[config.mk]
export PLATFORM = sky130hd
export DESIGN_NAME = can_rx_id_tracking_table
export DESIGN_NICKNAME = d
export VERILOG_FILES = /design/src/sv/cidt_pkg.sv /design/src/sv/cidt_store.sv /design/src/sv/cidt_expiry.sv /design/src/sv/can_rx_id_tracking_table.sv
export SDC_FILE = /design/constraint.sdc
export NUM_CORES = 2
export LEC_CHECK = 0
export ABC_CLOCK_PERIOD_IN_PS = 22600
export BUFFER_PORTS_ARGS = -buffer_cell sky130_fd_sc_hd__buf_2
export CAP_MARGIN = 20
export CORE_MARGIN = 3
export CORE_UTILIZATION = 62
export CTS_CLUSTER_SIZE = 30
export DETAILED_ROUTE_END_ITERATION = 10
export GPL_ROUTABILITY_DRIVEN = 1
export PLACE_DENSITY_LB_ADDON = 0.1
export SLEW_MARGIN = 10
export SYNTH_ARGS = -nofsm -noshare
export SYNTH_HDL_FRONTEND = slang
export SYNTH_HIERARCHICAL = 1
export SYNTH_SLANG_ARGS = --single-unit
[constraint.sdc]
create_clock -name clk -period 22.6 [get_ports clk]
set_input_delay 2.26 -clock clk [delete_from_list [all_inputs] [get_ports clk]]
set_output_delay 2.26 -clock clk [all_outputs]
set_load 0.02 [all_outputs]
[src/sv/cidt_pkg.sv]
// shared types, codes and reset values of the can rx id tracking table
package cidt_pkg;

  localparam int DEF_ENTRIES = 16;

  localparam int ID_W    = 29;
  localparam int KEY_W   = 31;
  localparam int DLC_W   = 4;
  localparam int DATA_W  = 64;
  localparam int CYC_W   = 16;
  localparam int TIME_W  = 32;
  localparam int ORDER_W = 32;
  localparam int STAT_W  = 3;
  localparam int MASK_W  = 5;
  localparam int SLOT_W  = 4;
  localparam int MULT_W  = 4;
  localparam int CFG_IDX_W = 2;

  // result status codes
  localparam logic [STAT_W-1:0] ST_IGNORED = 3'd0;
  localparam logic [STAT_W-1:0] ST_FULL    = 3'd1;
  localparam logic [STAT_W-1:0] ST_CREATE  = 3'd2;
  localparam logic [STAT_W-1:0] ST_NOCHG   = 3'd3;
  localparam logic [STAT_W-1:0] ST_EDIT    = 3'd4;
  localparam logic [STAT_W-1:0] ST_DELETE  = 3'd5;

  // change mask bits
  localparam logic [MASK_W-1:0] CM_TIMEOUT = 5'h01;
  localparam logic [MASK_W-1:0] CM_DLC     = 5'h04;
  localparam logic [MASK_W-1:0] CM_DATA    = 5'h08;
  localparam logic [MASK_W-1:0] CM_CYCLE   = 5'h10;

  // configuration register indexes
  localparam logic [CFG_IDX_W-1:0] REG_DEFAULT_TO = 2'd0;
  localparam logic [CFG_IDX_W-1:0] REG_MULT       = 2'd1;
  localparam logic [CFG_IDX_W-1:0] REG_MIN_TO     = 2'd2;
  localparam logic [CFG_IDX_W-1:0] REG_MAX_TO     = 2'd3;

  localparam logic [TIME_W-1:0] RST_DEFAULT_TO = 32'd3000;
  localparam logic [MULT_W-1:0] RST_MULT       = 4'd5;
  localparam logic [TIME_W-1:0] RST_MIN_TO     = 32'd1000;
  localparam logic [TIME_W-1:0] RST_MAX_TO     = 32'd30000;

  localparam logic [DLC_W-1:0] MAX_DLC = 4'd8;
  localparam logic [CYC_W-1:0] CYC_SAT = 16'hFFFF;

  typedef struct packed {
    logic [KEY_W-1:0]   key;
    logic [DLC_W-1:0]   dlc;
    logic [DATA_W-1:0]  data;
    logic [CYC_W-1:0]   cycle;
    logic [TIME_W-1:0]  last;
    logic [TIME_W-1:0]  prev;
    logic [ORDER_W-1:0] order;
  } rec_t;

  typedef struct packed {
    logic [TIME_W-1:0] default_to;
    logic [MULT_W-1:0] mult;
    logic [TIME_W-1:0] min_to;
    logic [TIME_W-1:0] max_to;
  } cfg_t;

endpackage

[src/sv/cidt_store.sv]
// entry memory: one write port, one registered read port
module cidt_store import cidt_pkg::*; #(
  parameter int DEPTH = DEF_ENTRIES,
  parameter int AW    = 4
) (
  input  logic          clk,
  input  logic          we,
  input  logic [AW-1:0] waddr,
  input  rec_t          wdata,
  input  logic [AW-1:0] raddr,
  output rec_t          rdata
);

  rec_t mem_r [DEPTH];
  rec_t rdata_r;

  always_ff @(posedge clk) begin
    if (we) begin
      mem_r[waddr] <= wdata;
    end
  end

  always_ff @(posedge clk) begin
    rdata_r <= mem_r[raddr];
  end

  assign rdata = rdata_r;

endmodule

[src/sv/cidt_expiry.sv]
// timeout of one entry and its expiry test
module cidt_expiry import cidt_pkg::*; (
  input  cfg_t              cfg,
  input  logic [CYC_W-1:0]  cycle,
  input  logic [TIME_W-1:0] last,
  input  logic [TIME_W-1:0] now,
  output logic              expired
);

  logic [CYC_W+MULT_W-1:0] prod;
  logic [TIME_W-1:0]       t_lo;
  logic [TIME_W-1:0]       t_clamp;
  logic [TIME_W-1:0]       timeout;
  logic [TIME_W-1:0]       age;

  always_comb begin
    prod = cycle * cfg.mult;
    t_lo = (TIME_W'(prod) < cfg.min_to) ? cfg.min_to : TIME_W'(prod);
    // upper clamp wins when the clamps cross
    t_clamp = (t_lo > cfg.max_to) ? cfg.max_to : t_lo;
    timeout = (cycle == '0) ? cfg.default_to : t_clamp;
    age = now - last;
    expired = (age >= timeout);
  end

endmodule

[src/sv/can_rx_id_tracking_table.sv]
// top level: item sequencer around the entry memory
// An item is answered after a scan of the entry memory, read one slot per cycle
// through its single registered read port. The scan stops at the first matching
// or expired slot and the found entry is then written back; a miss writes a new
// entry to the first free slot, if any. A miss, a full table or a tick with nothing
// expired scans every slot. A frame with a length above eight skips the scan and
// goes straight to the result. One item is in work at a time and the input is
// free again in the cycle after the result is loaded; a finished result sits in
// the output register while the next item is taken. Valid bits live in flip-flops,
// so no clearing pass follows reset. Configuration writes are always taken.
module can_rx_id_tracking_table import cidt_pkg::*; #(
  parameter int TABLE_ENTRIES = DEF_ENTRIES
) (
  input  logic                 clk,
  input  logic                 rst_n,
  input  logic                 in_valid,
  output logic                 in_stall,
  input  logic                 in_action,
  input  logic [ID_W-1:0]      in_can_id,
  input  logic                 in_extended,
  input  logic                 in_remote,
  input  logic [DLC_W-1:0]     in_dlc,
  input  logic [DATA_W-1:0]    in_payload,
  input  logic [TIME_W-1:0]    in_now_ms,
  output logic                 out_valid,
  input  logic                 out_stall,
  output logic [STAT_W-1:0]    out_status,
  output logic [MASK_W-1:0]    out_change_mask,
  output logic [SLOT_W-1:0]    out_slot,
  output logic [ID_W-1:0]      out_entry_id,
  output logic [1:0]           out_entry_flags,
  output logic [DLC_W-1:0]     out_entry_dlc,
  output logic [DATA_W-1:0]    out_entry_data,
  output logic [CYC_W-1:0]     out_cycle_time_ms,
  output logic [ORDER_W-1:0]   out_order_stamp,
  output logic [TIME_W-1:0]    out_last_seen_ms,
  output logic [TIME_W-1:0]    out_previous_seen_ms,
  input  logic                 cfg_valid,
  output logic                 cfg_ready,
  input  logic [CFG_IDX_W-1:0] cfg_index,
  input  logic [TIME_W-1:0]    cfg_wdata
);

  localparam int IDX_W = (TABLE_ENTRIES > 1) ? $clog2(TABLE_ENTRIES) : 1;
  localparam int CNT_W = $clog2(TABLE_ENTRIES + 1);
  localparam logic [IDX_W-1:0] LAST_IDX = IDX_W'(TABLE_ENTRIES - 1);
  localparam logic [CNT_W-1:0] CNT_END  = CNT_W'(TABLE_ENTRIES);

  localparam logic [2:0] S_IDLE = 3'd0;
  localparam logic [2:0] S_SCAN = 3'd1;
  localparam logic [2:0] S_FIN  = 3'd2;
  localparam logic [2:0] S_UPD  = 3'd3;
  localparam logic [2:0] S_OUT  = 3'd4;

  logic [2:0] state_r, state_nxt;

  cfg_t cfg_r;

  logic               act_r;
  logic [KEY_W-1:0]   key_r;
  logic [DLC_W-1:0]   dlc_r;
  logic [DATA_W-1:0]  data_r;
  logic [TIME_W-1:0]  now_r;

  logic [CNT_W-1:0]   cnt_r;
  logic               ev_valid_r;
  logic [IDX_W-1:0]   ev_idx_r;
  logic               free_found_r;
  logic [IDX_W-1:0]   free_idx_r;
  logic [IDX_W-1:0]   sel_idx_r;
  rec_t               rec_r;
  logic [TABLE_ENTRIES-1:0] vld_r;
  logic [ORDER_W-1:0] order_r;

  logic [STAT_W-1:0]  res_status_r;
  logic [MASK_W-1:0]  res_mask_r;
  logic [IDX_W-1:0]   res_slot_r;
  rec_t               res_rec_r;

  logic               out_valid_r;
  logic [STAT_W-1:0]  out_status_r;
  logic [MASK_W-1:0]  out_mask_r;
  logic [SLOT_W-1:0]  out_slot_r;
  rec_t               out_rec_r;

  rec_t               rd_rec;
  logic               expired;
  logic               in_acc;
  logic [DATA_W-1:0]  in_data_masked;
  logic               ev_vld;
  logic               found;
  logic               scan_end;
  logic [TIME_W-1:0]  elapsed;
  logic [CYC_W-1:0]   cyc_sat;
  logic [MASK_W-1:0]  edit_mask;
  rec_t               upd_rec;
  rec_t               new_rec;
  rec_t               clr_rec;
  rec_t               del_rec;
  logic               mem_we;
  logic [IDX_W-1:0]   mem_waddr;
  rec_t               mem_wdata;

  assign in_stall  = (state_r != S_IDLE);
  assign in_acc    = in_valid && !in_stall;
  assign cfg_ready = 1'b1;

  cidt_store #(.DEPTH(TABLE_ENTRIES), .AW(IDX_W)) u_store (
    .clk   (clk),
    .we    (mem_we),
    .waddr (mem_waddr),
    .wdata (mem_wdata),
    .raddr (cnt_r[IDX_W-1:0]),
    .rdata (rd_rec)
  );

  cidt_expiry u_expiry (
    .cfg     (cfg_r),
    .cycle   (rd_rec.cycle),
    .last    (rd_rec.last),
    .now     (now_r),
    .expired (expired)
  );

  // bytes at and past the length read as zero
  always_comb begin
    for (int b = 0; b < 8; b++) begin
      in_data_masked[8*b +: 8] = (4'(b) < in_dlc) ? in_payload[8*b +: 8] : 8'h00;
    end
  end

  always_comb begin
    ev_vld   = vld_r[ev_idx_r];
    found    = ev_valid_r && ev_vld &&
               (act_r ? expired : (rd_rec.key == key_r));
    scan_end = ev_valid_r && !found && (ev_idx_r == LAST_IDX);
  end

  always_comb begin
    elapsed = now_r - rec_r.last;
    cyc_sat = (elapsed[TIME_W-1:CYC_W] != '0) ? CYC_SAT : elapsed[CYC_W-1:0];
    edit_mask = '0;
    if (rec_r.dlc != dlc_r)    edit_mask = edit_mask | CM_DLC;
    if (rec_r.data != data_r)  edit_mask = edit_mask | CM_DATA;
    if (rec_r.cycle != cyc_sat) edit_mask = edit_mask | CM_CYCLE;

    upd_rec       = rec_r;
    upd_rec.dlc   = dlc_r;
    upd_rec.data  = data_r;
    upd_rec.cycle = cyc_sat;
    upd_rec.prev  = rec_r.last;
    upd_rec.last  = now_r;
    upd_rec.order = (edit_mask != '0) ? order_r : rec_r.order;

    new_rec       = '0;
    new_rec.key   = key_r;
    new_rec.dlc   = dlc_r;
    new_rec.data  = data_r;
    new_rec.last  = now_r;
    new_rec.order = order_r;

    clr_rec       = '0;
    clr_rec.order = order_r;

    // deleted entry as it was, with its new stamp
    del_rec       = rec_r;
    del_rec.order = order_r;
  end

  always_comb begin
    mem_we    = 1'b0;
    mem_waddr = sel_idx_r;
    mem_wdata = upd_rec;
    if (state_r == S_FIN && !act_r && free_found_r) begin
      mem_we    = 1'b1;
      mem_waddr = free_idx_r;
      mem_wdata = new_rec;
    end else if (state_r == S_UPD) begin
      mem_we    = 1'b1;
      mem_wdata = act_r ? clr_rec : upd_rec;
    end
  end

  always_comb begin
    state_nxt = state_r;
    unique case (state_r)
      S_IDLE: if (in_acc) state_nxt = (!in_action && in_dlc > MAX_DLC) ? S_OUT : S_SCAN;
      S_SCAN: begin
        if (found)         state_nxt = S_UPD;
        else if (scan_end) state_nxt = S_FIN;
      end
      S_FIN:  state_nxt = S_OUT;
      S_UPD:  state_nxt = S_OUT;
      S_OUT:  if (!out_valid_r || !out_stall) state_nxt = S_IDLE;
      default: state_nxt = S_IDLE;
    endcase
  end

  always_ff @(posedge clk) begin
    if (!rst_n) begin
      state_r     <= S_IDLE;
      cfg_r       <= '{default_to: RST_DEFAULT_TO, mult: RST_MULT,
                       min_to: RST_MIN_TO, max_to: RST_MAX_TO};
      vld_r       <= '0;
      order_r     <= ORDER_W'(1);
      out_valid_r <= 1'b0;
      ev_valid_r  <= 1'b0;
      free_found_r <= 1'b0;
      cnt_r       <= '0;
    end else begin
      state_r <= state_nxt;

      if (cfg_valid && cfg_ready) begin
        unique case (cfg_index)
          REG_DEFAULT_TO: cfg_r.default_to <= cfg_wdata;
          REG_MULT:       cfg_r.mult       <= cfg_wdata[MULT_W-1:0];
          REG_MIN_TO:     cfg_r.min_to     <= cfg_wdata;
          REG_MAX_TO:     cfg_r.max_to     <= cfg_wdata;
          default: ;
        endcase
      end

      if (state_r == S_OUT && (!out_valid_r || !out_stall)) begin
        out_valid_r <= 1'b1;
      end else if (out_valid_r && !out_stall) begin
        out_valid_r <= 1'b0;
      end

      case (state_r)
        S_IDLE: begin
          cnt_r        <= '0;
          ev_valid_r   <= 1'b0;
          free_found_r <= 1'b0;
        end
        S_SCAN: begin
          if (found) begin
            ev_valid_r <= 1'b0;
          end else if (cnt_r < CNT_END) begin
            ev_idx_r   <= cnt_r[IDX_W-1:0];
            ev_valid_r <= 1'b1;
            cnt_r      <= cnt_r + CNT_W'(1);
          end else begin
            ev_valid_r <= 1'b0;
          end
          if (ev_valid_r && !ev_vld && !free_found_r) begin
            free_found_r <= 1'b1;
            free_idx_r   <= ev_idx_r;
          end
        end
        S_FIN: begin
          if (!act_r && free_found_r) begin
            vld_r[free_idx_r] <= 1'b1;
            order_r <= order_r + ORDER_W'(1);
          end
        end
        S_UPD: begin
          if (act_r) begin
            vld_r[sel_idx_r] <= 1'b0;
            order_r <= order_r + ORDER_W'(1);
          end else if (edit_mask != '0) begin
            order_r <= order_r + ORDER_W'(1);
          end
        end
        default: ;
      endcase
    end
  end

  // item capture, scan results and result assembly
  always_ff @(posedge clk) begin
    if (in_acc) begin
      act_r  <= in_action;
      key_r  <= {in_remote, in_extended, in_can_id};
      dlc_r  <= in_dlc;
      data_r <= in_data_masked;
      now_r  <= in_now_ms;
      // ignored frame
      res_status_r <= ST_IGNORED;
      res_mask_r   <= '0;
      res_slot_r   <= '0;
      res_rec_r    <= '0;
    end
    if (state_r == S_SCAN && found) begin
      rec_r     <= rd_rec;
      sel_idx_r <= ev_idx_r;
    end
    if (state_r == S_FIN) begin
      res_mask_r <= '0;
      if (act_r) begin
        res_status_r <= ST_NOCHG;
        res_slot_r   <= '0;
        res_rec_r    <= '0;
      end else if (free_found_r) begin
        res_status_r <= ST_CREATE;
        res_slot_r   <= free_idx_r;
        res_rec_r    <= new_rec;
      end else begin
        res_status_r <= ST_FULL;
        res_slot_r   <= '0;
        res_rec_r    <= '0;
      end
    end
    if (state_r == S_UPD) begin
      res_slot_r <= sel_idx_r;
      if (act_r) begin
        res_status_r <= ST_DELETE;
        res_mask_r   <= CM_TIMEOUT;
        res_rec_r    <= del_rec;
      end else begin
        res_status_r <= (edit_mask != '0) ? ST_EDIT : ST_NOCHG;
        res_mask_r   <= edit_mask;
        res_rec_r    <= upd_rec;
      end
    end
    if (state_r == S_OUT && (!out_valid_r || !out_stall)) begin
      out_status_r <= res_status_r;
      out_mask_r   <= res_mask_r;
      out_slot_r   <= SLOT_W'(res_slot_r);
      out_rec_r    <= res_rec_r;
    end
  end

  assign out_valid            = out_valid_r;
  assign out_status           = out_status_r;
  assign out_change_mask      = out_mask_r;
  assign out_slot             = out_slot_r;
  assign out_entry_id         = out_rec_r.key[ID_W-1:0];
  assign out_entry_flags      = out_rec_r.key[KEY_W-1:ID_W];
  assign out_entry_dlc        = out_rec_r.dlc;
  assign out_entry_data       = out_rec_r.data;
  assign out_cycle_time_ms    = out_rec_r.cycle;
  assign out_order_stamp      = out_rec_r.order;
  assign out_last_seen_ms     = out_rec_r.last;
  assign out_previous_seen_ms = out_rec_r.prev;

endmodule

==> results.toml <==
[synth]
yosysSeqAreaShare_pct = 75.59
synth_area_um2 = 175700
synth_edf_count = 4175
synth_nets = 9584
yosysUniqueCellTypes = 101
ys.flop_type = "edfxtp_1"
ys_warn_count = 6
async_flop_share_pct = 0
ys_ff_latch = 4545
postSynthCellCount = 9212
syn_avg_cell_area_um2 = 19.07

[power]
p_sw_uw = 4136
p_int_uw = 14320
p_clk_share_pct = 40.3
irDropWorstVdd_v = 0.00006549
p_comb_share_pct = 7.7
seqPwrFrac_pct = 52.1
leakage_uw = 0.06533
power_per_cell_area_nw_per_um2 = 93.71
switching_share_pct = 22.41

[worst_setup_path]
required_ps = 23180
arrival_ps = 13670
cp_max_fo = 51
startpoint_type = "register"
crit_type = "reg2reg"
cpMostUsedCell = "buf_4"
critPathCaptureType = "register"
crit_path_max_incr_delay_ps = 840
cpMaxStageDelayCell = "buf_4"

[global_routing]
antenna_found_initial = 19
grt_pass1_vias = 92610
grt.overflow.total = 0
grt_use_total_pct = 31.09
grt_pass1_wl_mm = 655.5
grt_start_max_net_pins = 155

[job]
maxCapViolCount = 0

[layout]
nets = 10140
final_core_util_pct = 70.20
layout-drive-gt1-share_pct = 22.62
layout_common_cells = "edfxtp_1 (4175), mux4_2 (784), nand2_1 (524)"
final_cells = 13900
final_common_cell = "edfxtp_1"
syn2layout_area_growth_pct = 12.14

[floorplanning]
num_rows = 194
die_w_um = 538.3
initial_core_util_pct = 62.60
die-area_um2 = 289700
die_h_um = 538.3
pin_count = 397
core_area_um2 = 280600

[placement]
dp_hpwl_mm = 251.6
gp_congestion = 0.9227
io_buffers = 394
dp_cells = 13040

[detailed_routing]
ant_nets = 0
firstDrtPassIters = 6
viasPerCell = 6.718
drc_errors = 0
routed_wl_mm = 452.3
wl_per_cell_um = 32.54
vias = 93370
drt_iter0_drc = 11960

[timing]
fmax_ghz = 0.07638
worst_clock_skew_ps = 55.95
setup_viol = 0
period_minus_slack_ps = 13090
setup_tns_ps = 0
drv_slew = 0
max-slew-margin-rel_pct = 18.28
tightest_slew_ps = 1216
post-route-period-util_pct = 57.93
hold_viol = 0
rsz0062_at_grt = "false"
final.hold.worst_slack_ps = 382.6

[hold_path]
worstHoldPathType = "reg2reg"

[clock_network]
tritoncts = "built"
cts_sinks = 4545
cts-hold-fix-buffers = 0
cts_resized = 0
cts_made_buffers = 443
clock-root-buffer = "clkbuf_16"
ctsHtreeMaxLevel = 5
clk_pin_slew_ps = 60
cts_buffer_depth = 4
post_cts_buffers = 0
clock_latency_ps = 960

[status]
status = "finished clean"
-- final cells by class --
cell class / count / area, um^2
flip-flops and latches: 4545 / 132800
clock buffers: 578 / 12000
diodes: 14 / 35.03
inverters: 204 / 767.0
multi-input cells: 3993 / 40290
repair buffers: 582 / 3667
fillers: 17320 / 83630
clock inverters: 258 / 2765
well taps: 3724 / 4659
-- per-stage QoR --
step	instance area (um^2)	setup slack (ps)	total power [uW]
finish	197000	9508	18460
global route	197000	8851	19000
floorplan	175700	4331	10750
global placement	182000	9742	11150
detailed placement	182100	9611	11190
CTS	196800	9597	18540
-- final timing paths --
check                                      start      endpoint  slack, ps  cells after the start
worst max-delay path                   cfg_r[65]  del_rec[128]       9510                     43
worst min-delay path            u_store/rdata[2]      rec_r[2]        380                      0
worst max register to register         cfg_r[65]  del_rec[128]       9510                     43
worst min register to register  u_store/rdata[2]      rec_r[2]        380                      0
-- registers in the layout, summed over array words and instances (netlist names), 29 cells and up --
register and count:
u_store/mem_r 3376, res_rec_r 211, u_store/rdata 211, del_rec 179
cfg_r 100, data_r 64, out_entry_data 64, now_r 32
order_r 32, out_last_seen_ms 32, out_order_stamp 32, out_previous_seen_ms 32
rec_r 32, key_r 31, out_entry_id 29
-- Yosys cell counts, types with 21 or more instances --
| library cell | instances | area, um^2 |
|---|---|---|
| a21o_1 | 57 | 427.9 |
| a21oi_1 | 264 | 1321 |
| a22o_1 | 194 | 1699 |
| a22oi_1 | 385 | 2890 |
| and2_1 | 82 | 513.0 |
| buf_1 | 43 | 161.4 |
| buf_2 | 101 | 505.5 |
| buf_4 | 30 | 225.2 |
| clkbuf_1 | 280 | 1051 |
| dfxtp_1 | 370 | 7407 |
| edfxtp_1 | 4175 | 125400 |
| fa_1 | 30 | 600.6 |
| ha_1 | 171 | 2140 |
| inv_1 | 203 | 762.0 |
| mux2_2 | 172 | 1937 |
| mux2i_1 | 63 | 630.6 |
| mux4_2 | 784 | 17660 |
| nand2_1 | 525 | 1971 |
| nand2b_1 | 26 | 162.7 |
| nand3_1 | 71 | 355.3 |
| nand4_1 | 43 | 269.0 |
| nor2_1 | 228 | 855.8 |
| nor2b_1 | 171 | 1070 |
| nor3_1 | 30 | 150.1 |
| nor4_1 | 45 | 281.5 |
| o21a_1 | 21 | 157.7 |
| o21ai_0 | 80 | 400.4 |
| o21ai_1 | 38 | 190.2 |
| o221ai_1 | 35 | 306.5 |
| o22ai_1 | 40 | 250.2 |
| xnor2_1 | 43 | 376.6 |
| xor2_1 | 128 | 1121 |
-- kinds of logic (layout without fill, tap and decap cells) --
logic type      Yosys count  after routing  share of synthesized area [%]
fa+ha+maj               201            201                          1.560
flops                  4545           4545                          75.59
simple gates           1316           1316                          3.604
compound gates         1276           1276                          5.165
other cells               2             16                       0.004275
xor+xnor                174            174                         0.8882
buf+inv                 674           1622                          1.641
mux                    1024           1024                          11.55
-- power groups by stage --
stage / Sequential, uW / Combinational, uW / Clock (uW)
2_1_floorplan: 9760 / 988 / 0
3_3_place_gp: 9780 / 1380 / 0
3_5_place_dp: 9780 / 1410 / 0
4_1_cts: 9610 / 1420 / 7520
5_1_grt: 9620 / 1530 / 7840
6_report: 9610 / 1420 / 7430
-- worst max-delay path: cells and delay by family, from the launching register on --
| family | cells | cell delay [ps] |
|---|---|---|
| AOI/OAI and AO/OA | 16 | 3650 |
| adders and majority gates | 6 | 2310 |
| buffers and inverters | 7 | 2860 |
| DFF | 1 | 460 |
| muxes | 3 | 810 |
| and+or+nand+nor | 11 | 2360 |
-- metal layers --
metal  routed length, um  global-route usage (%)  vias up
met5                  13                       0        -
met4               13540                   8.652        2
met3               47490                   4.976      749
met2              210400                   47.54     5612
li1                    -                       -    38240
met1              180800                   47.49    48770
No activity file was read; power rests on OpenSTA's default activity.
